File: config.mk
export PLATFORM = sky130hd
export DESIGN_NAME = teoq_cell
export DESIGN_NICKNAME = d
export VERILOG_FILES = /design/src/design/teoq_pkg.sv /design/src/design/teoq_cell.sv
export SDC_FILE = /design/constraint.sdc
export NUM_CORES = 1
export LEC_CHECK = 0
export ABC_AREA = 1
export BUFFER_PORTS_ARGS = -buffer_cell sky130_fd_sc_hd__buf_2
export CAP_MARGIN = 20
export CORE_AREA = 2 2 132 134
export DETAILED_ROUTE_END_ITERATION = 8
export DIE_AREA = 0 0 134 136
export GPL_ROUTABILITY_DRIVEN = 0
export PLACE_DENSITY = 0.78
export SETUP_SLACK_MARGIN = 0.1
export SKIP_CTS_REPAIR_TIMING = 1
export SYNTH_ARGS = -nofsm -noshare
export SYNTH_HDL_FRONTEND = slang
export SYNTH_SLANG_ARGS = --single-unit
File: constraint.sdc
create_clock -name clock -period 4.8 [get_ports clock]
set_input_delay 0.48 -clock clock [delete_from_list [all_inputs] [get_ports clock]]
set_output_delay 0.48 -clock clock [all_outputs]
set_load 0.01 [all_outputs]
File: src/design/teoq_pkg.sv
`timescale 1ns / 1ps
`default_nettype none

package teoq_pkg;

   localparam int TIME_W = 64;
   localparam int KIND_W = 3;
   localparam int OP_W   = 2;
   localparam int STAT_W = 2;

   localparam logic [TIME_W-1:0] TIME_NONE = {TIME_W{1'b1}};

   localparam logic [OP_W-1:0] OP_INSERT = 2'd0;
   localparam logic [OP_W-1:0] OP_POP    = 2'd1;
   localparam logic [OP_W-1:0] OP_CLOSE  = 2'd2;

   localparam logic [KIND_W-1:0] KIND_SPAN_BEGIN   = 3'd0;
   localparam logic [KIND_W-1:0] KIND_SPAN_END     = 3'd1;
   localparam logic [KIND_W-1:0] KIND_REGION_BEGIN = 3'd3;
   localparam logic [KIND_W-1:0] KIND_REGION_END   = 3'd4;

   localparam logic [STAT_W-1:0] ST_OK           = 2'd0;
   localparam logic [STAT_W-1:0] ST_FULL         = 2'd1;
   localparam logic [STAT_W-1:0] ST_POP_EMPTY    = 2'd2;
   localparam logic [STAT_W-1:0] ST_REGION_NO_TM = 2'd3;

   typedef struct packed {
      logic insert;
      logic pop;
   } teoq_ctl_type;

   typedef struct packed {
      logic [TIME_W-1:0] ev_time;
      logic [KIND_W-1:0] kind;
   } teoq_entry_type;

endpackage

`default_nettype wire

File: src/design/teoq_cell.sv
`timescale 1ns / 1ps
`default_nettype none

module teoq_cell
   import teoq_pkg::*;
#(
   parameter int TAG_WIDTH = 16
) (
   input  wire logic                 clock,
   input  wire teoq_ctl_type         ctl,
   input  wire logic                 occupied,
   input  wire logic                 left_shift,
   input  wire teoq_entry_type       new_entry,
   input  wire logic [TAG_WIDTH-1:0] new_tag,
   input  wire teoq_entry_type       left_entry,
   input  wire logic [TAG_WIDTH-1:0] left_tag,
   input  wire teoq_entry_type       right_entry,
   input  wire logic [TAG_WIDTH-1:0] right_tag,
   output logic                      shift_out,
   output teoq_entry_type            entry,
   output logic [TAG_WIDTH-1:0]      tag
);

   teoq_entry_type       entry_ff, entry_in;
   logic [TAG_WIDTH-1:0] tag_ff, tag_in;
   logic                 goes_before;

   // The queue is sorted, so this flag reads 0 ... 0 1 ... 1 along the row;
   // the first cell that raises it is where the new event lands.
   always_comb begin
      if (new_entry.ev_time != entry_ff.ev_time) begin
         goes_before = new_entry.ev_time < entry_ff.ev_time;
      end else if (new_entry.kind == KIND_REGION_BEGIN) begin
         goes_before = 1'b1;
      end else if (new_entry.kind == KIND_REGION_END) begin
         goes_before = 1'b0;
      end else begin
         goes_before = entry_ff.kind != KIND_REGION_BEGIN;
      end
   end

   assign shift_out = !occupied || goes_before;

   always_comb begin
      entry_in = entry_ff;
      tag_in   = tag_ff;
      if (ctl.insert && shift_out) begin
         if (left_shift) begin
            entry_in = left_entry;
            tag_in   = left_tag;
         end else begin
            entry_in = new_entry;
            tag_in   = new_tag;
         end
      end else if (ctl.pop) begin
         entry_in = right_entry;
         tag_in   = right_tag;
      end
   end

   always_ff @(posedge clock) begin
      entry_ff <= entry_in;
      tag_ff   <= tag_in;
   end

   assign entry = entry_ff;
   assign tag   = tag_ff;

endmodule

`default_nettype wire

# Word-level counts from Yosys, hierarchy flattened
# Cells that the tools add are included.
# Widths: inputs -> output; s select.
op_classes:
  n_mul: 0
  order_cmp: 1
  reduce_logical: 4
  bitwise_logic: 0
  n_shift: 0
  add_sub_neg: 0
  mux: 9
  n_div: 0
  eq_ne: 4
ops:
  columns: ["cell", "count"]
  rows:
  - ["$mux 67", 3]
  - ["$lt 64x64->1", 1]
  - ["$ne 64x64->1", 1]
  - ["$mux 16", 3]
  - ["$eq 3x2->1 const B", 1]
  - ["$eq 3x3->1 const B", 1]
  - ["$mux 1", 3]
  - ["$ne 3x2->1 const B", 1]
  - ["$reduce_bool 2->1", 1]
  - ["$logic_and 1x1->1", 1]
  - ["$logic_not 1->1", 1]
  - ["$logic_or 1x1->1", 1]
word_totals:
  elab_cells: 21
  romBits: 0
  in_bits: 254
  latch_bits: 0
  mem_count: 0
  mem_bits_rw: 0
  regBits: 83
  out_inout_bits: 84

# Logic depth before layout (Yosys ltp)
# Gate-level depths: netlist of run 1.
logic_depth:
  ltp_word: 7
  depth_mapped: 21
  mapped_depth_nobuf: 19

# Worst setup path after synthesis of run 1
# No wires, ideal clock.
synth_path:
  path_type: "input port to flip-flop"
  from: "input port new_entry[50] (netlist bit)"
  to: "register entry_ff, in the netlist entry[0], enable pin"
  t_arrival_ns: 3.651
  setup_slack_ns: 0.705
  stages: 14
  n_path_buf: 2
  setup_ns: 0.444
  required_ns: 4.356
  cell_sequence: "ha_1 > nand2_1 > nor2_1 > and2_1 > nand3_1 > nor2_2 > nand2_1 > o21ai_2 > inv_2 > nand2_4 > nand2_4 > buf_8 > buf_6 > nand2_1"
synth_between:
  elab_chain_cells: 5
  elab_cells_between_ends: 6
  classes_between: "order compare (1); eq/ne (1); mux (1); reduce/logical (3)"
synth_rtl:
  columns: ["element", "line", "rtl"]
  rows:
  - ["from (decl)", "teoq_cell.sv:13", "input wire teoq_entry_type new_entry,"]
  - ["$lt 64x64->1 / $ne 64x64->1 (equally long branches)", "teoq_cell.sv:32, teoq_cell.sv:31", null]
  - ["$mux 1 (*)", "teoq_cell.sv:31", "if (new_entry.ev_time != entry_ff.ev_time) begin"]
  - ["$logic_or 1x1->1 (*)", "teoq_cell.sv:42", "assign shift_out = !occupied || goes_before;"]
  - ["$logic_and 1x1->1 (*)", "teoq_cell.sv:47", "if (ctl.insert && shift_out) begin"]
  - ["$reduce_bool 2->1 (no line) (*)", null, null]
  - ["to (signal assigned)", "teoq_cell.sv:62", "entry_ff <= entry_in;"]
  - ["to (decl)", "teoq_cell.sv:24", "teoq_entry_type entry_ff, entry_in;"]
# Every way passes the cells marked *; elsewhere a longest branch is shown, timed or not.
# A chain may end at the register's enable or synchronous reset.

# Final worst setup path of run 1
layout_path:
  from: "register entry_ff, in the netlist entry[50]"
  to: "output port shift_out"
layout_between:
  elab_chain_cells: 3
  elab_cells_between_ends: 4
  classes_between: "order compare (1); eq/ne (1); mux (1); reduce/logical (1)"
layout_rtl:
  columns: ["element", "line", "rtl"]
  rows:
  - ["$lt 64x64->1 / $ne 64x64->1 (equally long branches)", "teoq_cell.sv:32, teoq_cell.sv:31", null]
  - ["$mux 1 (*)", "teoq_cell.sv:31", null]
  - ["$logic_or 1x1->1 (*)", "teoq_cell.sv:42", null]
  - ["to (decl)", "teoq_cell.sv:19", "output logic shift_out,"]
# Marked as above.

==> impl_metrics.tcl, run 1 <==
set metrics [dict create \
    hold_viol 0 \
    ant_nets 0 \
    drcViolationCount 0 \
    setup_viol_count_final 0 \
    final_common_cell "buf_2" \
    max_slew_margin 0.358 \
    clkLatencyLatePin_ns 0.34 \
    start_kind "flop" \
    tightest_slew_ns 0.964 \
    synth_area_leaders "edfxtp_1 38%, mux2_2 14%, nand2_1 13%, ha_1 12%, nand3_1 6.9%" \
    vias_per_cell 4.93 \
    antenna_found_initial 1 \
    path_class "reg2out" \
    gr-total-overflow 0 \
    p_leak_nw 4.61 \
    min_path_type "in2reg" \
    grt_pass1_wl_um 30200 \
    drive_above_1_share 0.417 \
    grt_use_total 0.211 \
    htree_levels 3 \
    clock-sinks 83 \
    cts_buffers 9 \
    final_area_sq_um 8580 \
    start_util 0.384 \
    period_minus_slack_ns 3.55 \
    io_pins 338 \
    setup_tns_ns 0 \
    synth_nets 1061 \
    max_cap_violations 0 \
    status "complete, no violations" \
    core_region_area_sq_um 16900 \
    worstPathArrival_ns 3.07 \
    layout.cells.most_common_list "336 x buf_2, 225 x nand2_1, 89 x nand3_1, 83 x edfxtp_1, 81 x inv_1" \
    r2r_start "entry[50]" \
    num_vias 6357 \
    rsz0062_at_grt "false" \
    final_nets 1377 \
    die_y_um 136 \
    routed_wl_um 20100 \
    fin_skew_ns 0.0112 \
    dpl-instance-area_sq_um 8260 \
    r2r_setup_slack_ns 1.82 \
    nFillCells 1608 \
    cts_tree "done" \
    min_period_over_period 0.740 \
    holdPathEnd "tag[4]" \
    grt_max_degree 87 \
    seq_area_frac_synth 0.385 \
    synth_area_sq_um 6470 \
    synth_top_area_frac 0.385 \
    reg2reg_to "tag[3]" \
    syn2layout_area_growth_pct 32.5 \
    endpoint_kind "output pin" \
    cts_root_buffer "clkbuf_16" \
    cts_buffer_depth 2 \
    hold_path_depth 3 \
    wire_per_inst_um 15.6 \
    synth.distinct_cells 27 \
    clkTransAtPathRegs_ns 0.07 \
    timing.fmax_mhz 282 \
    grt_pass1_vias 6072 \
    drt_iter0_markers 346 \
    peakVddDrop_mv 0.184 \
    antenna_cells 0 \
    die_w_um 134 \
    cp_max_fo 84 \
    maxSlewViolCount 0 \
    die-area_sq_um 18200 \
    drt_first_pass_iters 4 \
    portBuffers 337 \
    avgSynthCellArea_sq_um 8.71 \
    synth_warnings 0 \
    synth_area_leader_cell "edfxtp_1" \
    worstPathRequired_ns 4.32 \
    hp-start "right_tag[4]" \
    syn_inst 743 \
    ys_seq_elements 83 \
    rows 48 \
    rr_worst_depth 14 \
    finalPower_w 0.00248 \
    p_per_area_nw_per_um2 289 \
    hpwl_um 15300 \
]
[layout make-up]
cell class,instances,area [sq um],area share
multi-input cells,541,3440,0.401
flip-flops and latches,83,2490,0.291
repair buffers,342,1760,0.205
inverters,82,308,0.0359
well taps,225,282,0.0328
clock buffers,9,225,0.0263
clock inverters,7,68.8,0.00802
[cell usage after synthesis (all sizes together)]
cell type / number
nand4: 9
mux2: 80
o21bai: 1
nor3: 1
nand3b: 1
o21a: 3
nand3: 89
o21ai: 10
buf: 20
edfxtp: 83
a21o: 3
ha: 64
nor2: 19
inv: 82
a21oi: 30
clkbuf: 17
and2: 2
nand2: 229
[metal layers]
| layer | track usage | up-vias | share of wire |
|---|---|---|---|
| met1 | 0.258 | 2899 | 0.41 |
| li1 | - | 3147 | - |
| met2 | 0.376 | 280 | 0.50 |
| met4 | 0.0668 | 2 | 0.020 |
| met3 | 0.0410 | 29 | 0.070 |
| met5 | 0 | - | 0.00065 |
[where the power goes]
group,switching (W),total (W),internal [W],leakage (nW)
clock network,0.000295,0.000697,0.000402,0.143
logic,0.000455,0.000803,0.000347,3.61
registers,0.0000511,0.000981,0.000930,0.853
[worst max-delay path, stage by stage (launching register included)]
cell and delay (ns):
edfxtp_1 0.35, inv_1 0.05, ha_1 0.28, nand2_1 0.08, nor2_1 0.14, and2_1 0.16, nand3_1 0.11, nor2_2 0.14
nand2_1 0.10, o21ai_2 0.13, inv_2 0.06, nand2_4 0.07, buf_4 0.68, buf_2 0.27
[logic make-up (layout without fill, tap and decap cells)]
kind of cell	after synthesis	count (layout)	share of synthesized area
muxes	80	80	0.139
DFF	83	83	0.385
adders and majority gates	64	64	0.124
AOI/OAI and AO/OA	47	47	0.0396
buffers and inverters	119	440	0.0844
and+or+nand+nor	350	350	0.228
[state kept, by name, indices dropped and copies added, names as in the netlist]
register  cells
tag          16
entry        67
[how the worst max path moves through the flow]
stage	startpoint	endpoint	slack, ns
final	entry[50]	shift_out	1.25
after global routing	entry[34]	shift_out	1.07
after CTS	entry[50]	shift_out	1.25
after detailed placement	new_entry[50]	shift_out	1.39
after global placement	new_entry[34]	shift_out	1.47
after floorplan	new_entry[50]	entry[0]	0.70
[per-stage QoR]
stage          setup WS (ns)  hold WS, ns  instances   util
4_1_cts                 1.25        0.387       1288  0.507
6_report                1.25        0.404       1289  0.508
5_1_grt                 1.07        0.398       1289  0.508
2_1_floorplan          0.705        0.659        743      -
3_3_place_gp            1.47        0.744       1272  0.489
3_5_place_dp            1.39        0.746       1272  0.489
Note: power is estimated with default switching activity, not from simulation.
==> run 2, diff against run 1 <==
--- a/config.mk
+++ b/config.mk
@@ -5,14 +5,14 @@
 export SDC_FILE = /design/constraint.sdc
 export NUM_CORES = 1
 export LEC_CHECK = 0
-export ABC_AREA = 1
+export ABC_AREA = 0
 export BUFFER_PORTS_ARGS = -buffer_cell sky130_fd_sc_hd__buf_2
 export CAP_MARGIN = 20
-export CORE_AREA = 2 2 132 134
+export CORE_AREA = 2 2 131 133
 export DETAILED_ROUTE_END_ITERATION = 8
-export DIE_AREA = 0 0 134 136
+export DIE_AREA = 0 0 133 135
 export GPL_ROUTABILITY_DRIVEN = 0
-export PLACE_DENSITY = 0.78
+export PLACE_DENSITY = 0.82
 export SETUP_SLACK_MARGIN = 0.1
 export SKIP_CTS_REPAIR_TIMING = 1
 export SYNTH_ARGS = -nofsm -noshare
==> constraint.sdc (replaced) <==
create_clock -name clock -period 3.01 [get_ports clock]
set_input_delay 0.301 -clock clock [delete_from_list [all_inputs] [get_ports clock]]
set_output_delay 0.301 -clock clock [all_outputs]
set_load 0.01 [all_outputs]
==> run 2 against run 1 <==
Effect of this change:
- the flow now finishes with violations (negative setup slack)
- largest cell class unchanged
- highest routed layer unchanged
- die area fell by 1.5%
- critical path type is now reg2reg
- synthesized cell count fell by 31%
- first-iteration DRC count fell by 49%
- count of clock-buffer cells in the layout rose by 1
- critical path depth did not move
- register-to-register slack got worse by 2.0 ns
- cell count fell by 11%
- worst hold slack got worse by 0.15 ns
==> impl_metrics.tcl, run 2 <==
set metrics [dict create \
    die_y_um 135 \
    cts_root_buffer "clkbuf_16" \
    slowest_delay_ns 0.38 \
    clkLatencyLatePin_ns 0.34 \
    timing.fmax_mhz 315 \
    grt_pass1_vias 5861 \
    min_path_type "in2reg" \
    rsz0062_at_grt "true" \
    avgSynthCellArea_sq_um 12.5 \
    finalPower_w 0.00437 \
    peakVddDrop_mv 0.334 \
    final_nets 1243 \
    ant_nets 0 \
    portBuffers 337 \
    power.share.switching 0.282 \
    die-area_sq_um 18000 \
    p_per_area_nw_per_um2 458 \
    num_vias 5678 \
    status "complete, but fails checks" \
    max_cap_violations 0 \
    synth_warnings 0 \
    synth_nets 833 \
    routed_wl_um 20200 \
    violations "negative setup slack" \
    nFillCells 1341 \
    layout.cells.most_common_list "335 x buf_2, 104 x mux2_2, 83 x edfxtp_1, 67 x inv_1, 62 x ha_1" \
    max_slew_margin 0.532 \
    worstPathRequired_ns 3.11 \
    hold_viol 0 \
    rows 47 \
    synth_edf_count 83 \
    synth_most_common_cell "mux2_2" \
    path_class "reg2reg" \
    crit_chain "inv_1, ha_1, nand4_1, nor4_2, buf_4, nand4_1, a31oi_2, or4_4, a21boi_4, buf_12, or2_4, buf_12, clkbuf_16" \
    die_w_um 133 \
    post-route-util 0.581 \
    grt_max_degree 49 \
    cts_buffer_depth 2 \
    grt_use_total 0.205 \
    async_flop_share 0 \
    dp.cells 1117 \
    antenna_found_initial 3 \
    cts_buffers 9 \
    vias_per_cell 4.93 \
    io_pins 338 \
    grt-busiest-layer "met2" \
    syn_inst 515 \
    setup_viol_count_final 164 \
    hpwl_um 15700 \
    period_minus_slack_ns 3.17 \
    maxSlewViolCount 0 \
    syn2layout_area_growth_pct 47.9 \
    combPwrFrac 0.355 \
    core_region_area_sq_um 16400 \
    largest_reg_flops 67 \
    gr-total-overflow 0 \
    synth_area_leaders "edfxtp_1 39%, mux2_2 18%, mux2_4 14%, ha_1 12%, inv_1 4.0%" \
    grt_pass1_wl_um 28600 \
    dp_slack_ns -0.336 \
    power.switching_w 0.00123 \
    setup_tns_ns -20.00 \
    clkPwrFrac 0.290 \
    cp_max_fo 16 \
    clkTransAtPathRegs_ns 0.06 \
    crit_path_top_delay_cell "nor4_2" \
    start_util 0.393 \
    synth_top_area_frac 0.386 \
    cts_tree "done" \
    ys.flop_type "edfxtp_1" \
    min_period_over_period 1.05 \
    grt_util_met1 0.216 \
    drt_first_pass_iters 4 \
    start_kind "flop" \
    endpoint_kind "flop" \
    drive_above_1_share 0.660 \
    final_common_cell "buf_2" \
    synth_area_sq_um 6450 \
    use_met2 0.387 \
    drt_iter0_markers 178 \
    p_int_w 0.00314 \
    wire_per_inst_um 17.6 \
    pwr-share-seq 0.355 \
    use_met3 0.0601 \
    fin_skew_ns 0.00696 \
    synth_area_leader_cell "edfxtp_1" \
    ys_seq_elements 83 \
    instances_no_fill 1151 \
    htree_levels 3 \
    fin_ws_ns -0.162 \
    drcViolationCount 0 \
    synth.distinct_cells 33 \
    clock-sinks 83 \
    seq_area_frac_synth 0.386 \
    worstPathArrival_ns 3.27 \
    netlist_top_cells_count "105 x mux2_2, 83 x edfxtp_1, 68 x inv_1" \
    tightest_slew_ns 0.702 \
    p_leak_nw 4.77 \
]
==> run 2: cells by family after synthesis <==
logic type,share of synthesized area
compound gates,0.0520
fa+ha+maj,0.124
flops,0.386
mux,0.321
simple gates,0.0487
buf+inv,0.0681
==> run 2: per-stage QoR <==
stage / instance area (sq um) / hold WS (ns)
2_1_floorplan: 6460 / 0.519
3_3_place_gp: 8830 / 0.601
3_5_place_dp: 8830 / 0.604
4_1_cts: 9160 / 0.241
5_1_grt: 9530 / 0.241
6_report: 9540 / 0.258
==> run 2: metal layers <==
metal  part of all wire  vias up
li1                   -     2733
met1               0.38     2662
met2               0.52      242
met3              0.073       39
met4              0.023        2
met5            0.00040        -
==> run 2: path summary, 6_finish.rpt <==
check | start | end | slack [ns] | cells past startpoint
setup / recovery | entry[29] | entry[39] | -0.16 | 13
hold / removal | right_entry[11] | entry[11] | 0.26 | 2
setup reg to reg | entry[29] | entry[39] | -0.16 | 13
hold reg to reg | entry[30] | entry[5] | 1.51 | 8
==> run 2: worst max-delay path: cells and delay by family (launching register included) <==
kind	cells	cell delay, ns
flip-flops	1	0.37
adder cells (fa/ha/maj)	1	0.31
AO/OA/AOI/OAI	2	0.33
AND/OR/NAND/NOR	5	1.18
buffers and inverters	5	0.71
==> run 2: power by group through the flow <==
stage | registers [W] | logic [W] | clock network [W]
2_1_floorplan | 0.00164 | 0.000736 | 0
3_3_place_gp | 0.00157 | 0.00138 | 0
3_5_place_dp | 0.00157 | 0.00143 | 0
4_1_cts | 0.00155 | 0.00143 | 0.00130
5_1_grt | 0.00156 | 0.00168 | 0.00133
6_report | 0.00155 | 0.00155 | 0.00127
==> run 2: layout make-up <==
| class | count | area [sq um] | area share |
|---|---|---|---|
| multi-input combinational | 346 | 3620 | 0.379 |
| timing repair buffer | 417 | 2560 | 0.269 |
| sequential | 83 | 2490 | 0.261 |
| tap | 220 | 275 | 0.0289 |
| inverter | 68 | 255 | 0.0268 |
| clock buffer | 10 | 229 | 0.0240 |
| clock inverter | 5 | 103 | 0.0108 |
| antenna | 2 | 5.00 | 0.000525 |
